### src/hw/rtl/bcf_pkg.sv
package bcf_pkg;

  // Accumulator width of the forward-difference registers (wraps mod 2^64)
  localparam int ACC_W = 64;
  // Output coordinate width, point index width, point count width
  localparam int OUT_W = 17;
  localparam int IDX_W = 6;
  localparam int CNT_W = 7;

  // Queue status seen by the front and back ends
  typedef struct packed {
    logic full;
    logic empty;
  } qstat_t;

  // One prepared curve: skewed difference registers, start point and count
  typedef struct packed {
    logic [ACC_W-1:0] pos_x;
    logic [ACC_W-1:0] vel_x;
    logic [ACC_W-1:0] acc_x;
    logic [ACC_W-1:0] jerk_x;
    logic [ACC_W-1:0] pos_y;
    logic [ACC_W-1:0] vel_y;
    logic [ACC_W-1:0] acc_y;
    logic [ACC_W-1:0] jerk_y;
    logic [OUT_W-1:0] p0_x;
    logic [OUT_W-1:0] p0_y;
    logic [CNT_W-1:0] count;
  } setup_t;

endpackage

### src/hw/rtl/bcf_queue.sv
module bcf_queue #(
  parameter int DEPTH = 2
) (
  input  logic             clk_i,
  input  logic             rst_ni,
  input  logic             push_i,
  input  bcf_pkg::setup_t  entry_i,
  input  logic             pop_i,
  output bcf_pkg::setup_t  entry_o,
  output bcf_pkg::qstat_t  qstat_o
);
  import bcf_pkg::*;

  localparam int PTR_W  = $clog2(DEPTH);
  localparam int FILL_W = $clog2(DEPTH + 1);

  setup_t            mem_q [DEPTH];
  logic [PTR_W-1:0]  wr_q, rd_q;
  logic [FILL_W-1:0] fill_q;

  function automatic logic [PTR_W-1:0] ptr_inc(input logic [PTR_W-1:0] p);
    return (p == PTR_W'(DEPTH - 1)) ? '0 : p + PTR_W'(1);
  endfunction

  assign entry_o       = mem_q[rd_q];
  assign qstat_o.full  = (fill_q == FILL_W'(DEPTH));
  assign qstat_o.empty = (fill_q == '0);

  // Pointers and fill level
  always_ff @(posedge clk_i or negedge rst_ni) begin
    if (!rst_ni) begin
      wr_q   <= '0;
      rd_q   <= '0;
      fill_q <= '0;
    end else begin
      if (push_i) wr_q <= ptr_inc(wr_q);
      if (pop_i)  rd_q <= ptr_inc(rd_q);
      unique case ({push_i, pop_i})
        2'b10:   fill_q <= fill_q + FILL_W'(1);
        2'b01:   fill_q <= fill_q - FILL_W'(1);
        default: fill_q <= fill_q;
      endcase
    end
  end

  // Entry storage
  always_ff @(posedge clk_i) begin
    if (push_i) mem_q[wr_q] <= entry_i;
  end

endmodule

### config.mk
export PLATFORM = sky130hd
export DESIGN_NAME = bcf_queue
export DESIGN_NICKNAME = d
export VERILOG_FILES = /design/src/hw/rtl/bcf_pkg.sv /design/src/hw/rtl/bcf_queue.sv
export SDC_FILE = /design/constraint.sdc
export NUM_CORES = 1
export LEC_CHECK = 0
export ABC_CLOCK_PERIOD_IN_PS = 27000
export BUFFER_PORTS_ARGS = -buffer_cell sky130_fd_sc_hd__buf_2
export CAP_MARGIN = 20
export CORE_AREA = 2 2 428 430
export DETAILED_ROUTE_END_ITERATION = 8
export DIE_AREA = 0 0 430 432
export HOLD_SLACK_MARGIN = 0.08
export RECOVER_POWER = 100
export SYNTH_ARGS = -nofsm -noshare
export SYNTH_HDL_FRONTEND = slang
export SYNTH_SLANG_ARGS = --single-unit
export TNS_END_PERCENT = 50
### constraint.sdc
create_clock -name clk_i -period 27 [get_ports clk_i]
set_input_delay 5.4 -clock clk_i [delete_from_list [all_inputs] [get_ports clk_i]]
set_output_delay 5.4 -clock clk_i [all_outputs]
set_load 0.1 [all_outputs]
==> results of run 1 <==
-- layout make-up --
cell class | count | area [sq um]
clock inverters | 74 | 742.0
diodes | 27 | 67.56
fillers | 18420 | 130200
flip-flops and latches | 1110 | 33310
multi-input cells | 564 | 6506
clock buffers | 148 | 3223
inverters | 1 | 3.754
well taps | 2385 | 2984
repair buffers | 1134 | 4710
-- critical path, cell delays in order (launching register included) --
cell and delay [ns]:
dfrtp_1 1.31, clkbuf_1 2.79, clkbuf_1 2.27, clkbuf_1 2.76, buf_4 0.97, mux2_2 0.29
clkbuf_1 0.89
-- worst max path at each step --
stage / from / end / slack (ns) / depth (start not counted)
2_1_floorplan: push_i / mem_q[0][0] / 6.64 / 2
3_3_place_gp: rd_q / entry_o[94] / 16.88 / 6
3_5_place_dp: rd_q / entry_o[551] / 16.81 / 6
4_1_cts: rd_q / entry_o[551] / 15.91 / 6
5_1_grt: rd_q / entry_o[5] / 8.15 / 6
6_report: rd_q / entry_o[5] / 9.38 / 6
-- synthesized netlist by cell type, drive strengths merged --
master	n	share of area, %
edfxtp	1106	82
dfrtp	4	0.25
xor2	3	0.065
buf	62	1.1
inv	1	0.0093
and2	1	0.016
mux2	553	16
nor2	3	0.028
nor2b	1	0.016
xnor2	2	0.043
ha	1	0.031
-- layer usage --
layer	vias up	share of wire, %	track usage, %	routed length [microns]
li1	9432	-	-	-
met1	11130	39	16.33	52480
met5	-	0.12	0	166
met3	317	8.5	4.565	11420
met2	999	49	22.87	65910
met4	26	3.7	5.876	4992
-- sequential cells by signal (all words and copies together), names as in the netlist --
| name | flops |
|---|---|
| wr_q | 1 |
| fill_q | 2 |
| rd_q | 1 |
| mem_q | 1106 |
-- kinds of logic (layout without fill, tap and decap cells) --
family	after synthesis	count (layout)	share of synthesized area, %
muxes	553	553	16.01
other	0	27	0
adders and majority gates	1	1	0.03104
buffers and inverters	63	1357	1.152
xor gates and xnor gates	5	5	0.1087
and+or+nand+nor	5	5	0.05899
DFF	1110	1110	82.64
-- per-stage QoR --
stage               instances  hold WS [ns]  instance area (sq um)  setup slack [ns]  util [%]
floorplan                1737        0.4563                  40310             6.637         -
global placement         5194        0.4729                  48620             16.88     26.76
detailed placement       5194        0.4847                  48620             16.81     26.76
CTS                      5416        0.4939                  52580             15.91     28.94
global route             5429        0.5220                  51510             8.154     28.35
finish                   5443        0.4883                  51550             9.381     28.37
==> metrics, run 1 <==
Hold Buf Count CTS=0; outcome=finished with violations; initial antenna violation count=99; largest net degree at the start of global routing=154; Final Max Tran Viols=1456; R2R depth=3; setup violators final=0; P&R area growth vs syn=27.88%; WL final=135.0 mm; CTS H-tree lvls=3; CTS Buffer Depth=3; max_slew headroom=-505.3%; clk sinks=1110; clock skew=0.02461 ns; register area share after synthesis=82.64%; reg2reg end=mem_q[1][256]; final net count=3490; Synth Net Count=2295; setup TNS=0 ns; Port Buf Inserts=1111; Final period util=65.25%; post-route ant nets=0; hold path start=fill_q[1]; Netlist cell types=14; failing checks=max-capacitance violations, max-slew violations; hold depth=1; commonest non-fill, non-tap cells in the layout=1106 x edfxtp_1, 803 x clkbuf_1, 423 x mux2_2, 346 x buf_2, 124 x clkbuf_16; Synth warnings=0; gr ovfl total=0; DR vias/cell=4.024; # IOs=1112; Die Y=432 microns; post-DR wirelength/cell=24.80 microns; Hold Path Class=register to register; largest fanout on the critical path=65; Fmax achieved=0.05676 GHz; DR vias=21900; Detailed Place HPWL=101.6 mm; Starting Density=22.18%; Num CTS Buffers=121; worst skew pair latency=0.75 ns; commonest non-fill, non-tap cell in the layout=edfxtp_1; WP data arrival=12.22 ns; minimum clock period=17.62 ns; cell count after synthesis=1737; Setup Fix Bufs, Post-CTS=0; CTS root buf=clkbuf_16; DR iter-0 viols=1355; CORE AREA=181700 sq um; Reg clk slew, reported paths=0.06 ns; CP Launch Type=register; reg2reg setup slack=13.89 ns; 1st-pass router iterations=5; overall routing resource usage=13.79%; GPL Wtd Cong=0.8936; vias in the first global route=21980; Max Cap Viol=23; WHS Endpoint=fill_q[1]; post_cts resized=0; final hold vios=0; cell row count=157; DRC=0; RSZ-0062 raised after global routing=false; Required @ worst endpoint=21.60 ns; CTS tree=built; endpoint type of the worst setup path=output pin; synthesized area per cell=23.21 sq um; Worst Tran Pin Value=9.079 ns; die extent in x=430 microns; number of synthesized register bits=1110; share of layout cells above drive strength 1=33.29%; critical path type=register to output pin; Die ar.=185800 sq um; Reg2Reg Launch Point=wr_q; global-route wire length before repair=178.0 mm; synthesized cell area=40310 sq um
Power of run 1 is not shown: default switching activity piles up to over one toggle a cycle in this logic, so the estimate is an artifact.
==> run 2, diff against run 1 <==
ABC_CLOCK_PERIOD_IN_PS = 15800   (was 27000)
clock period = 15.8 ns   (was 27 ns; I/O delays follow)
==> metrics, run 2 (synthesized netlist as in run 1, its figures left out) <==
outcome=finished with violations; failing checks=max-capacitance violations, max-slew violations; commonest non-fill, non-tap cell in the layout=edfxtp_1; Max Cap Viol=10; WL final=129.0 mm; endpoint type of the worst setup path=output pin; worst skew pair latency=0.78 ns; final core utilization=28.45%; Largest Register=mem_q; max_slew headroom=-178.5%; CORE AREA=181700 sq um; setup violators final=0; Port Buf Inserts=1111; Final Max Tran Viols=653; largest fanout on the critical path=104; Reg clk slew, reported paths=0.06 ns; Detailed Place HPWL=95.29 mm; cell row count=157; overall routing resource usage=13.18%; DR iter-0 viols=1702; 1st-pass router iterations=5; CP Launch Type=register; biggest regs=mem_q (1106), fill_q (2); minimum clock period=11.21 ns; # IOs=1112; die extent in x=430 microns; max incr delay on CP=2.76 ns; Required @ worst endpoint=12.64 ns; final hold vios=0; commonest non-fill, non-tap cells in the layout=1106 x edfxtp_1, 653 x clkbuf_1, 481 x buf_2, 430 x mux2_2, 121 x clkbuf_16; Starting Density=22.18%; clk sinks=1110; largest net degree at the start of global routing=157; CTS root buf=clkbuf_16; worst hold slack=0.4843 ns; share of layout cells above drive strength 1=38.12%; GPL Wtd Cong=0.8866; most frequent CP cell=clkbuf_1; Hold Buf Count CTS=0; CTS tree=built; P&R area growth vs syn=28.26%; post-DR wirelength/cell=23.71 microns; critical path type=register to output pin; CP max-delay cell=clkbuf_1; gr ovfl total=0; Die Y=432 microns; Num CTS Buffers=121; DR vias=21730; Final period util=70.98%; DRC=0; initial antenna violation count=93; DR vias/cell=3.994; RSZ-0062 raised after global routing=false; critical path, cell by cell=buf_12, clkbuf_1, mux2_2, clkbuf_1; number of flip-flops under the largest register name=1106; Fmax achieved=0.08917 GHz; CTS Buffer Depth=3; global-route wire length before repair=171.6 mm; post-route ant nets=0; Die ar.=185800 sq um; Setup Fix Bufs, Post-CTS=0; CTS H-tree lvls=3; clock skew=0.03223 ns; vias in the first global route=21860; Worst Tran Pin Value=4.177 ns; final net count=3486; Hold Path Class=register to register; post_cts resized=0; WP data arrival=8.05 ns; Filler Cells Inserted=18380
[run 2: layer usage]
metal	part of all wire, %	track usage (%)	vias to the layer above
li1	-	-	9440
met1	40	16.03	11020
met2	48	21.34	979
met3	9.2	5.052	281
met4	3.3	4.479	14
met5	0.077	0	-
[run 2: worst paths after layout]
path                       startpoint            end  slack (ns)  depth (start not counted)
max reg2reg                      wr_q  mem_q[1][295]        7.57                          3
min in group asynchronous      rst_ni           wr_q        2.24                          1
max                              rd_q   entry_o[149]        4.59                          4
min reg2reg                 fill_q[1]      fill_q[1]        0.48                          1
max in group asynchronous      rst_ni      fill_q[1]       13.35                          1
min                         fill_q[1]      fill_q[1]        0.48                          1
[run 2: final cells by class]
type / count / area (sq um) / area share [%]
Sequential cell: 1110 / 33310 / 64.43
Timing Repair Buffer: 1130 / 4956 / 9.586
Clock inverter: 81 / 729.5 / 1.411
Inverter: 1 / 3.754 / 0.007260
Clock buffer: 144 / 3114 / 6.024
Multi-Input combinational cell: 564 / 6533 / 12.64
Tap cell: 2385 / 2984 / 5.772
Antenna cell: 27 / 67.56 / 0.1307
[run 2: critical path, delay by kind of cell, from the launching register on]
family / cells / cell delay (ns)
flip-flops: 1 / 2.19
multiplexers: 1 / 0.55
buffers and inverters: 3 / 4.33
[run 2: through the flow]
| step | setup slack (ns) | instance area, sq um | cells | setup TNS (ns) |
|---|---|---|---|---|
| floorplan | -0.6639 | 40320 | 1737 | -367.14 |
| global placement | 8.540 | 48600 | 5189 | 0 |
| detailed placement | 8.496 | 48600 | 5189 | 0 |
| CTS | 8.114 | 52450 | 5414 | 0 |
| global route | 4.107 | 51670 | 5429 | 0 |
| finish | 4.585 | 51700 | 5442 | 0 |
Power of run 2 is left out for the same reason.
