===== config.mk =====
export PLATFORM = sky130hd
export DESIGN_NAME = bcf_back_flat
export DESIGN_NICKNAME = d
export VERILOG_FILES = /design/src/hw/rtl/bcf_pkg.sv /design/src/hw/rtl/bcf_if.sv /design/src/hw/rtl/bcf_back.sv /design/src/flat_wrapper.sv
export SDC_FILE = /design/constraint.sdc
export NUM_CORES = 2
export LEC_CHECK = 0
export ABC_AREA = 1
export BUFFER_PORTS_ARGS = -buffer_cell sky130_fd_sc_hd__buf_2
export CAP_MARGIN = 25
export CORE_MARGIN = 8
export CORE_UTILIZATION = 35
export CTS_CLUSTER_DIAMETER = 200
export DETAILED_ROUTE_END_ITERATION = 16
export MAX_ROUTING_LAYER = met4
export PLACE_DENSITY_LB_ADDON = 0.3
export SYNTH_ARGS = -nofsm -noshare
export SYNTH_HDL_FRONTEND = slang
export SYNTH_SLANG_ARGS = --single-unit

===== constraint.sdc =====
create_clock -name clk_i -period 9.49 [get_ports clk_i]
set_input_delay 1.898 -clock clk_i [delete_from_list [all_inputs] [get_ports clk_i]]
set_output_delay 1.898 -clock clk_i [all_outputs]
set_load 0.1 [all_outputs]

===== src/hw/rtl/bcf_pkg.sv =====
package bcf_pkg;

  // Accumulator width of the forward-difference registers (wraps mod 2^64)
  localparam int ACC_W = 64;
  // Output coordinate width, point index width, point count width
  localparam int OUT_W = 17;
  localparam int IDX_W = 6;
  localparam int CNT_W = 7;

  // Queue status seen by the front and back ends
  typedef struct packed {
    logic full;
    logic empty;
  } qstat_t;

  // One prepared curve: skewed difference registers, start point and count
  typedef struct packed {
    logic [ACC_W-1:0] pos_x;
    logic [ACC_W-1:0] vel_x;
    logic [ACC_W-1:0] acc_x;
    logic [ACC_W-1:0] jerk_x;
    logic [ACC_W-1:0] pos_y;
    logic [ACC_W-1:0] vel_y;
    logic [ACC_W-1:0] acc_y;
    logic [ACC_W-1:0] jerk_y;
    logic [OUT_W-1:0] p0_x;
    logic [OUT_W-1:0] p0_y;
    logic [CNT_W-1:0] count;
  } setup_t;

endpackage


===== src/hw/rtl/bcf_if.sv =====


// Point channel: one curve point per transaction
interface bcf_pt_if;
  logic                           valid;
  logic                           ready;
  logic signed [bcf_pkg::OUT_W-1:0] out_x;
  logic signed [bcf_pkg::OUT_W-1:0] out_y;
  logic [bcf_pkg::IDX_W-1:0]      point_index;
  logic                           last_point;

  modport source (
    output valid, out_x, out_y, point_index, last_point,
    input  ready
  );
  modport sink (
    input  valid, out_x, out_y, point_index, last_point,
    output ready
  );
endinterface


===== src/hw/rtl/bcf_back.sv =====
module bcf_back #(
  parameter int FRAC_BITS = 32
) (
  input  logic             clk_i,
  input  logic             rst_ni,
  input  bcf_pkg::qstat_t  qstat_i,
  input  bcf_pkg::setup_t  entry_i,
  output logic             pop_o,
  bcf_pt_if.source         pt_o
);
  import bcf_pkg::*;

  // Truncate toward zero: floor, then bump negatives with a nonzero fraction
  function automatic logic [OUT_W-1:0] trunc_pt(input logic [ACC_W-1:0] v);
    logic [ACC_W-1:0] sh;
    logic             rnd;
    sh  = $signed(v) >>> FRAC_BITS;
    rnd = v[ACC_W-1] & (|v[FRAC_BITS-1:0]);
    return sh[OUT_W-1:0] + {{(OUT_W-1){1'b0}}, rnd};
  endfunction

  logic              busy_q;
  logic              ov_q;
  logic [CNT_W-1:0]  idx_q, idx_d;
  logic [CNT_W-1:0]  last_idx_q;
  logic              out_free;
  logic              step;
  logic              is_last;
  logic              single;

  logic [ACC_W-1:0]  px_q, vx_q, ax_q, jx_q, py_q, vy_q, ay_q, jy_q;
  logic [ACC_W-1:0]  sum_x, sum_y;
  logic [OUT_W-1:0]  ox_q, oy_q;
  logic [IDX_W-1:0]  oidx_q;
  logic              olast_q;

  assign out_free = !ov_q || pt_o.ready;
  assign pop_o    = !busy_q && !qstat_i.empty && out_free;
  assign step     = busy_q && out_free;
  assign idx_d    = idx_q + CNT_W'(1);
  assign is_last  = (idx_d == last_idx_q);
  assign single   = (entry_i.count < CNT_W'(2));
  assign sum_x    = px_q + vx_q;
  assign sum_y    = py_q + vy_q;

  // Run control
  always_ff @(posedge clk_i or negedge rst_ni) begin
    if (!rst_ni) begin
      busy_q <= 1'b0;
      ov_q   <= 1'b0;
      idx_q  <= '0;
    end else begin
      priority if (pop_o) begin
        busy_q <= !single;
        ov_q   <= 1'b1;
        idx_q  <= '0;
      end else if (step) begin
        busy_q <= !is_last;
        ov_q   <= 1'b1;
        idx_q  <= idx_d;
      end else if (pt_o.ready) begin
        ov_q   <= 1'b0;
      end
    end
  end

  // Difference registers and output register
  always_ff @(posedge clk_i) begin
    priority if (pop_o) begin
      px_q       <= entry_i.pos_x;
      vx_q       <= entry_i.vel_x;
      ax_q       <= entry_i.acc_x;
      jx_q       <= entry_i.jerk_x;
      py_q       <= entry_i.pos_y;
      vy_q       <= entry_i.vel_y;
      ay_q       <= entry_i.acc_y;
      jy_q       <= entry_i.jerk_y;
      last_idx_q <= entry_i.count - CNT_W'(1);
      ox_q       <= entry_i.p0_x;
      oy_q       <= entry_i.p0_y;
      oidx_q     <= '0;
      olast_q    <= single;
    end else if (step) begin
      px_q    <= sum_x;
      vx_q    <= vx_q + ax_q;
      ax_q    <= ax_q + jx_q;
      py_q    <= sum_y;
      vy_q    <= vy_q + ay_q;
      ay_q    <= ay_q + jy_q;
      ox_q    <= trunc_pt(sum_x);
      oy_q    <= trunc_pt(sum_y);
      oidx_q  <= idx_d[IDX_W-1:0];
      olast_q <= is_last;
    end else begin
      ox_q <= ox_q;
    end
  end

  assign pt_o.valid       = ov_q;
  assign pt_o.out_x       = ox_q;
  assign pt_o.out_y       = oy_q;
  assign pt_o.point_index = oidx_q;
  assign pt_o.last_point  = olast_q;

endmodule


===== src/flat_wrapper.sv =====
// flat-port wrapper written by rule: the top's interface ports become plain ports
module bcf_back_flat import bcf_pkg::*;
#(
  parameter int FRAC_BITS = 32
)
  (clk_i, rst_ni, qstat_i, entry_i, pop_o, pt_o_valid, pt_o_out_x, pt_o_out_y, pt_o_point_index, pt_o_last_point, pt_o_ready);
  bcf_pt_if pt_o_i ();
  input  logic clk_i;
  input  logic rst_ni;
  input  bcf_pkg::qstat_t qstat_i;
  input  bcf_pkg::setup_t entry_i;
  output logic pop_o;
  output wire logic [$bits(pt_o_i.valid)-1:0] pt_o_valid;
  output wire logic [$bits(pt_o_i.out_x)-1:0] pt_o_out_x;
  output wire logic [$bits(pt_o_i.out_y)-1:0] pt_o_out_y;
  output wire logic [$bits(pt_o_i.point_index)-1:0] pt_o_point_index;
  output wire logic [$bits(pt_o_i.last_point)-1:0] pt_o_last_point;
  input wire logic [$bits(pt_o_i.ready)-1:0] pt_o_ready;
  assign pt_o_valid = pt_o_i.valid;
  assign pt_o_out_x = pt_o_i.out_x;
  assign pt_o_out_y = pt_o_i.out_y;
  assign pt_o_point_index = pt_o_i.point_index;
  assign pt_o_last_point = pt_o_i.last_point;
  assign pt_o_i.ready = pt_o_ready;
  bcf_back #(.FRAC_BITS(FRAC_BITS)) u_core (.clk_i(clk_i), .rst_ni(rst_ni), .qstat_i(qstat_i), .entry_i(entry_i), .pop_o(pop_o), .pt_o(pt_o_i));
endmodule

==> results.md <==
- Pin slew with the least headroom to its limit: 1140 ps
- Total nets after synthesis: 8078
- All-layer global routing usage: 29.7%
- Sequential cell area fraction in the yosys report: 33.7%
- Number of slew-limit violations in the final report: 0
- Number of routed nets with antenna violations: 0
- Max Clock Skew: 47.1 ps
- FFs w/ async S/R, synth: 1.58%
- Cell area after technology mapping: 50400 µm²
- Number of search-and-repair iterations in the first detailed-routing pass: 6
- Total core area: 143000 µm²
- Maximum fanout count along the critical path: 5
- Buffer cell driving the clock tree root: sky130_fd_sc_hd__clkbuf_16
- Dominant cell type by area after synthesis: sky130_fd_sc_hd__edfxtp_1
- Global-route wire length before repair: 337 mm
- Path type of the worst min-delay path: reg -> reg
- Post-synthesis cell count: 7130
- Number of antenna violations at the first check in global routing: 16
- Accumulated negative setup slack: 0 ps
- Maximum frequency from static timing analysis: 187 MHz
- Die area: 156000 µm²
- Final routed DRC violation total: 0
- Initial core utilization: 35.2%
- Cell area after layout: 58200 µm²
- Required arrival time at the worst endpoint: 9900 ps
- Clock transition at the register clock pins on the worst setup and hold paths after CTS: 60 ps
- Mean instance size in the synthesized netlist: 7.07 µm²
- Setup Viol. Count Final: 0
- Sort of element at the end of the critical path: flop
- 1st-iter DRT viols: 4982
- Per-cell routed wire length: 24.4 µm
- Final hold viol count: 0
- Setup repair bufs after CTS: 0
- Buffer depth of the longest clock path: 3
- Number of buffers inserted by port buffering: 599
- Worst-skew pair later-pin latency: 700 ps
- Post-place instance area: 55600 µm²
- Count of clock tree sinks: 569
- Headroom to the max-slew limit: 23.5%
- Die W: 396 µm
- Number of flip-flops and latches in the synthesized netlist: 569
- Clock tree from TritonCTS: done
- Result of the run: finished clean
- Critical Path Source Type: flop
- Main synth FF type: sky130_fd_sc_hd__edfxtp_1
- Total number of vias: 52000
- Hold buffers post-CTS: 0
- Count of fill cells added during filler insertion: 15100
- Count of cell types in the netlist: 62
- # rows: 139
- Chip Height: 396 µm
- HPWL after detailed placement: 202 mm
- Share of the cycle needed by the critical path after routing: 56.4%
- EDFF count, synth: 554
- Vias in the first global route: 49700
- Remaining Overflow, GRT: 0
- Min cycle time layout: 5350 ps
- Routed vias/inst: 5.36
- Crit path DAT: 5760 ps
- Number of buffers added by the clock tree synthesis step: 77
- Max-capacitance violation count: 0
- Number of warning messages in the yosys log: 0
- Routed Wire Length: 237 mm
- Portion of synthesized cell area occupied by the leading cell type: 33.0%
- Number of instances resized during post-cts repair: 0
- Count of nets after finishing: 8676
- Placer's final routability congestion estimate: 0.995
- Deepest level of the CTS H-tree: 3
- Fraction of final layout cells sized beyond drive strength 1: 13.3%
- Number of ports placed on the die boundary: 601
- Unrepaired setup endpoints after global routing: false
- Start-to-end type of the worst setup path: reg -> reg
- Synth top area cells: sky130_fd_sc_hd__edfxtp_1 (33%), sky130_fd_sc_hd__nand2_1 (15%), sky130_fd_sc_hd__ha_1 (9.5%), sky130_fd_sc_hd__inv_1 (6.5%), sky130_fd_sc_hd__nor2_1 (5.6%)
- P&R area growth vs syn: 15.4%
- Pin count of the biggest net entering global routing: 170
==> kinds of logic (layout without fill, tap and decap cells) <==
kind of cell | Yosys count | in the layout | synth area share (%)
buffers and inverters | 991 | 1649 | 7.43
and+or+nand+nor | 3696 | 3696 | 31.5
DFF | 569 | 569 | 33.7
adders and majority gates | 390 | 390 | 9.77
other | 0 | 9 | 0
xor gates and xnor gates | 183 | 183 | 3.18
AOI/OAI and AO/OA | 1301 | 1301 | 14.5
==> synth_stat cells, drive strengths merged, types with 16 or more instances <==
library cell and count:
nor4 26, nand2 2131, a31oi 54, o21bai 65, o211ai 16, buf 23
xor2 105, and2 16, ha 384, xnor2 78, a21boi 36, nand3 436
nand4 87, inv 893, o21a 25, and3 24, nor2 813, a21o 53
edfxtp 554, clkbuf 70, o21ai 476, nor3 49, or2 101, a21oi 531
==> area by class of cell <==
| class | count | area [µm²] | area share, % |
|---|---|---|---|
| well taps | 1903 | 2380 | 4.09 |
| repair buffers | 614 | 3170 | 5.45 |
| flip-flops and latches | 569 | 17000 | 29.2 |
| clock buffers | 95 | 2040 | 3.50 |
| diodes | 9 | 22.5 | 0.0387 |
| clock inverters | 44 | 517 | 0.888 |
| inverters | 896 | 3370 | 5.80 |
| multi-input cells | 5570 | 29700 | 51.1 |
==> metal layers <==
| metal | routed length (µm) | GRT usage [%] |
|---|---|---|
| met5 | 0 | - |
| met4 | 8000 | 8.64 |
| met3 | 15900 | 4.00 |
| met2 | 104000 | 45.1 |
| met1 | 110000 | 41.4 |
==> final timing paths <==
| check | from | end | slack (ps) | depth (start not counted) |
|---|---|---|---|---|
| setup / recovery | u_core.vx_q[0] | u_core.pt_o.out_x[2] | 4140 | 19 |
| hold / removal | u_core.pt_o.point_index[1] | u_core.pt_o.point_index[1] | 470 | 2 |
| setup reg to reg | u_core.vx_q[0] | u_core.pt_o.out_x[2] | 4140 | 19 |
| hold reg to reg | u_core.pt_o.point_index[1] | u_core.pt_o.point_index[1] | 470 | 2 |
| max in group asynchronous | rst_ni | u_core.idx_q[2] | 8230 | 1 |
| min in group asynchronous | rst_ni | u_core.idx_q[0] | 1070 | 1 |
==> state kept, by name (all words and copies together), names as in the netlist <==
signal,count
u_core.ax_q,64
u_core.ay_q,64
u_core.jx_q,64
u_core.jy_q,64
u_core.px_q,64
u_core.py_q,64
u_core.vx_q,64
u_core.vy_q,64
u_core.pt_o.out_x,17
u_core.pt_o.out_y,17
u_core.idx_q,7
u_core.last_idx_q,7
u_core.pt_o.point_index,6
u_core.busy_q,1
u_core.pt_o.last_point,1
u_core.pt_o.valid,1
==> worst max-delay path, stage by stage, from the launching register on <==
cell and delay, ps:
sky130_fd_sc_hd__edfxtp_1 570, sky130_fd_sc_hd__ha_1 340, sky130_fd_sc_hd__fa_1 450, sky130_fd_sc_hd__nand3_1 130, sky130_fd_sc_hd__nand3_2 150, sky130_fd_sc_hd__nand2_1 100
sky130_fd_sc_hd__nand2_1 120, sky130_fd_sc_hd__nand2_1 90, sky130_fd_sc_hd__nand2_1 140, sky130_fd_sc_hd__xor2_1 190, sky130_fd_sc_hd__nor2_1 140, sky130_fd_sc_hd__nand2_1 70
sky130_fd_sc_hd__nor3_1 500, sky130_fd_sc_hd__nand3_1 180, sky130_fd_sc_hd__nand2_1 90, sky130_fd_sc_hd__inv_1 40, sky130_fd_sc_hd__ha_1 260, sky130_fd_sc_hd__ha_1 390
sky130_fd_sc_hd__xnor2_1 960, sky130_fd_sc_hd__o21ai_0 160
==> cells in the final DEF, fill, tap and decap left out, types with 45 or more instances in the layout <==
master and n:
sky130_fd_sc_hd__edfxtp_1 554, sky130_fd_sc_hd__xor2_1 105, sky130_fd_sc_hd__a21o_1 53, sky130_fd_sc_hd__nor2_1 751
sky130_fd_sc_hd__nand2_2 72, sky130_fd_sc_hd__nand4_1 87, sky130_fd_sc_hd__a21oi_1 510, sky130_fd_sc_hd__xnor2_1 78
sky130_fd_sc_hd__nor2_2 45, sky130_fd_sc_hd__or2_2 85, sky130_fd_sc_hd__nand2_1 2056, sky130_fd_sc_hd__nand3_1 405
sky130_fd_sc_hd__inv_1 873, sky130_fd_sc_hd__nor3_1 45, sky130_fd_sc_hd__buf_2 599, sky130_fd_sc_hd__a31oi_1 54
sky130_fd_sc_hd__ha_1 384, sky130_fd_sc_hd__o21bai_1 65, sky130_fd_sc_hd__o21ai_0 448, sky130_fd_sc_hd__clkbuf_16 79
==> stage by stage <==
step	utilization, %	hold WS (ps)	setup WS [ps]	instances
finish	40.6	466	4140	9700
global route	40.6	504	4010	9696
CTS	40.6	464	4330	9691
detailed placement	38.8	456	3820	9552
global placement	38.8	451	3920	9552
floorplan	-	476	70.2	7130
Power is not shown: default switching activity piles up to over one toggle a cycle in this logic, so the estimate is an artifact.
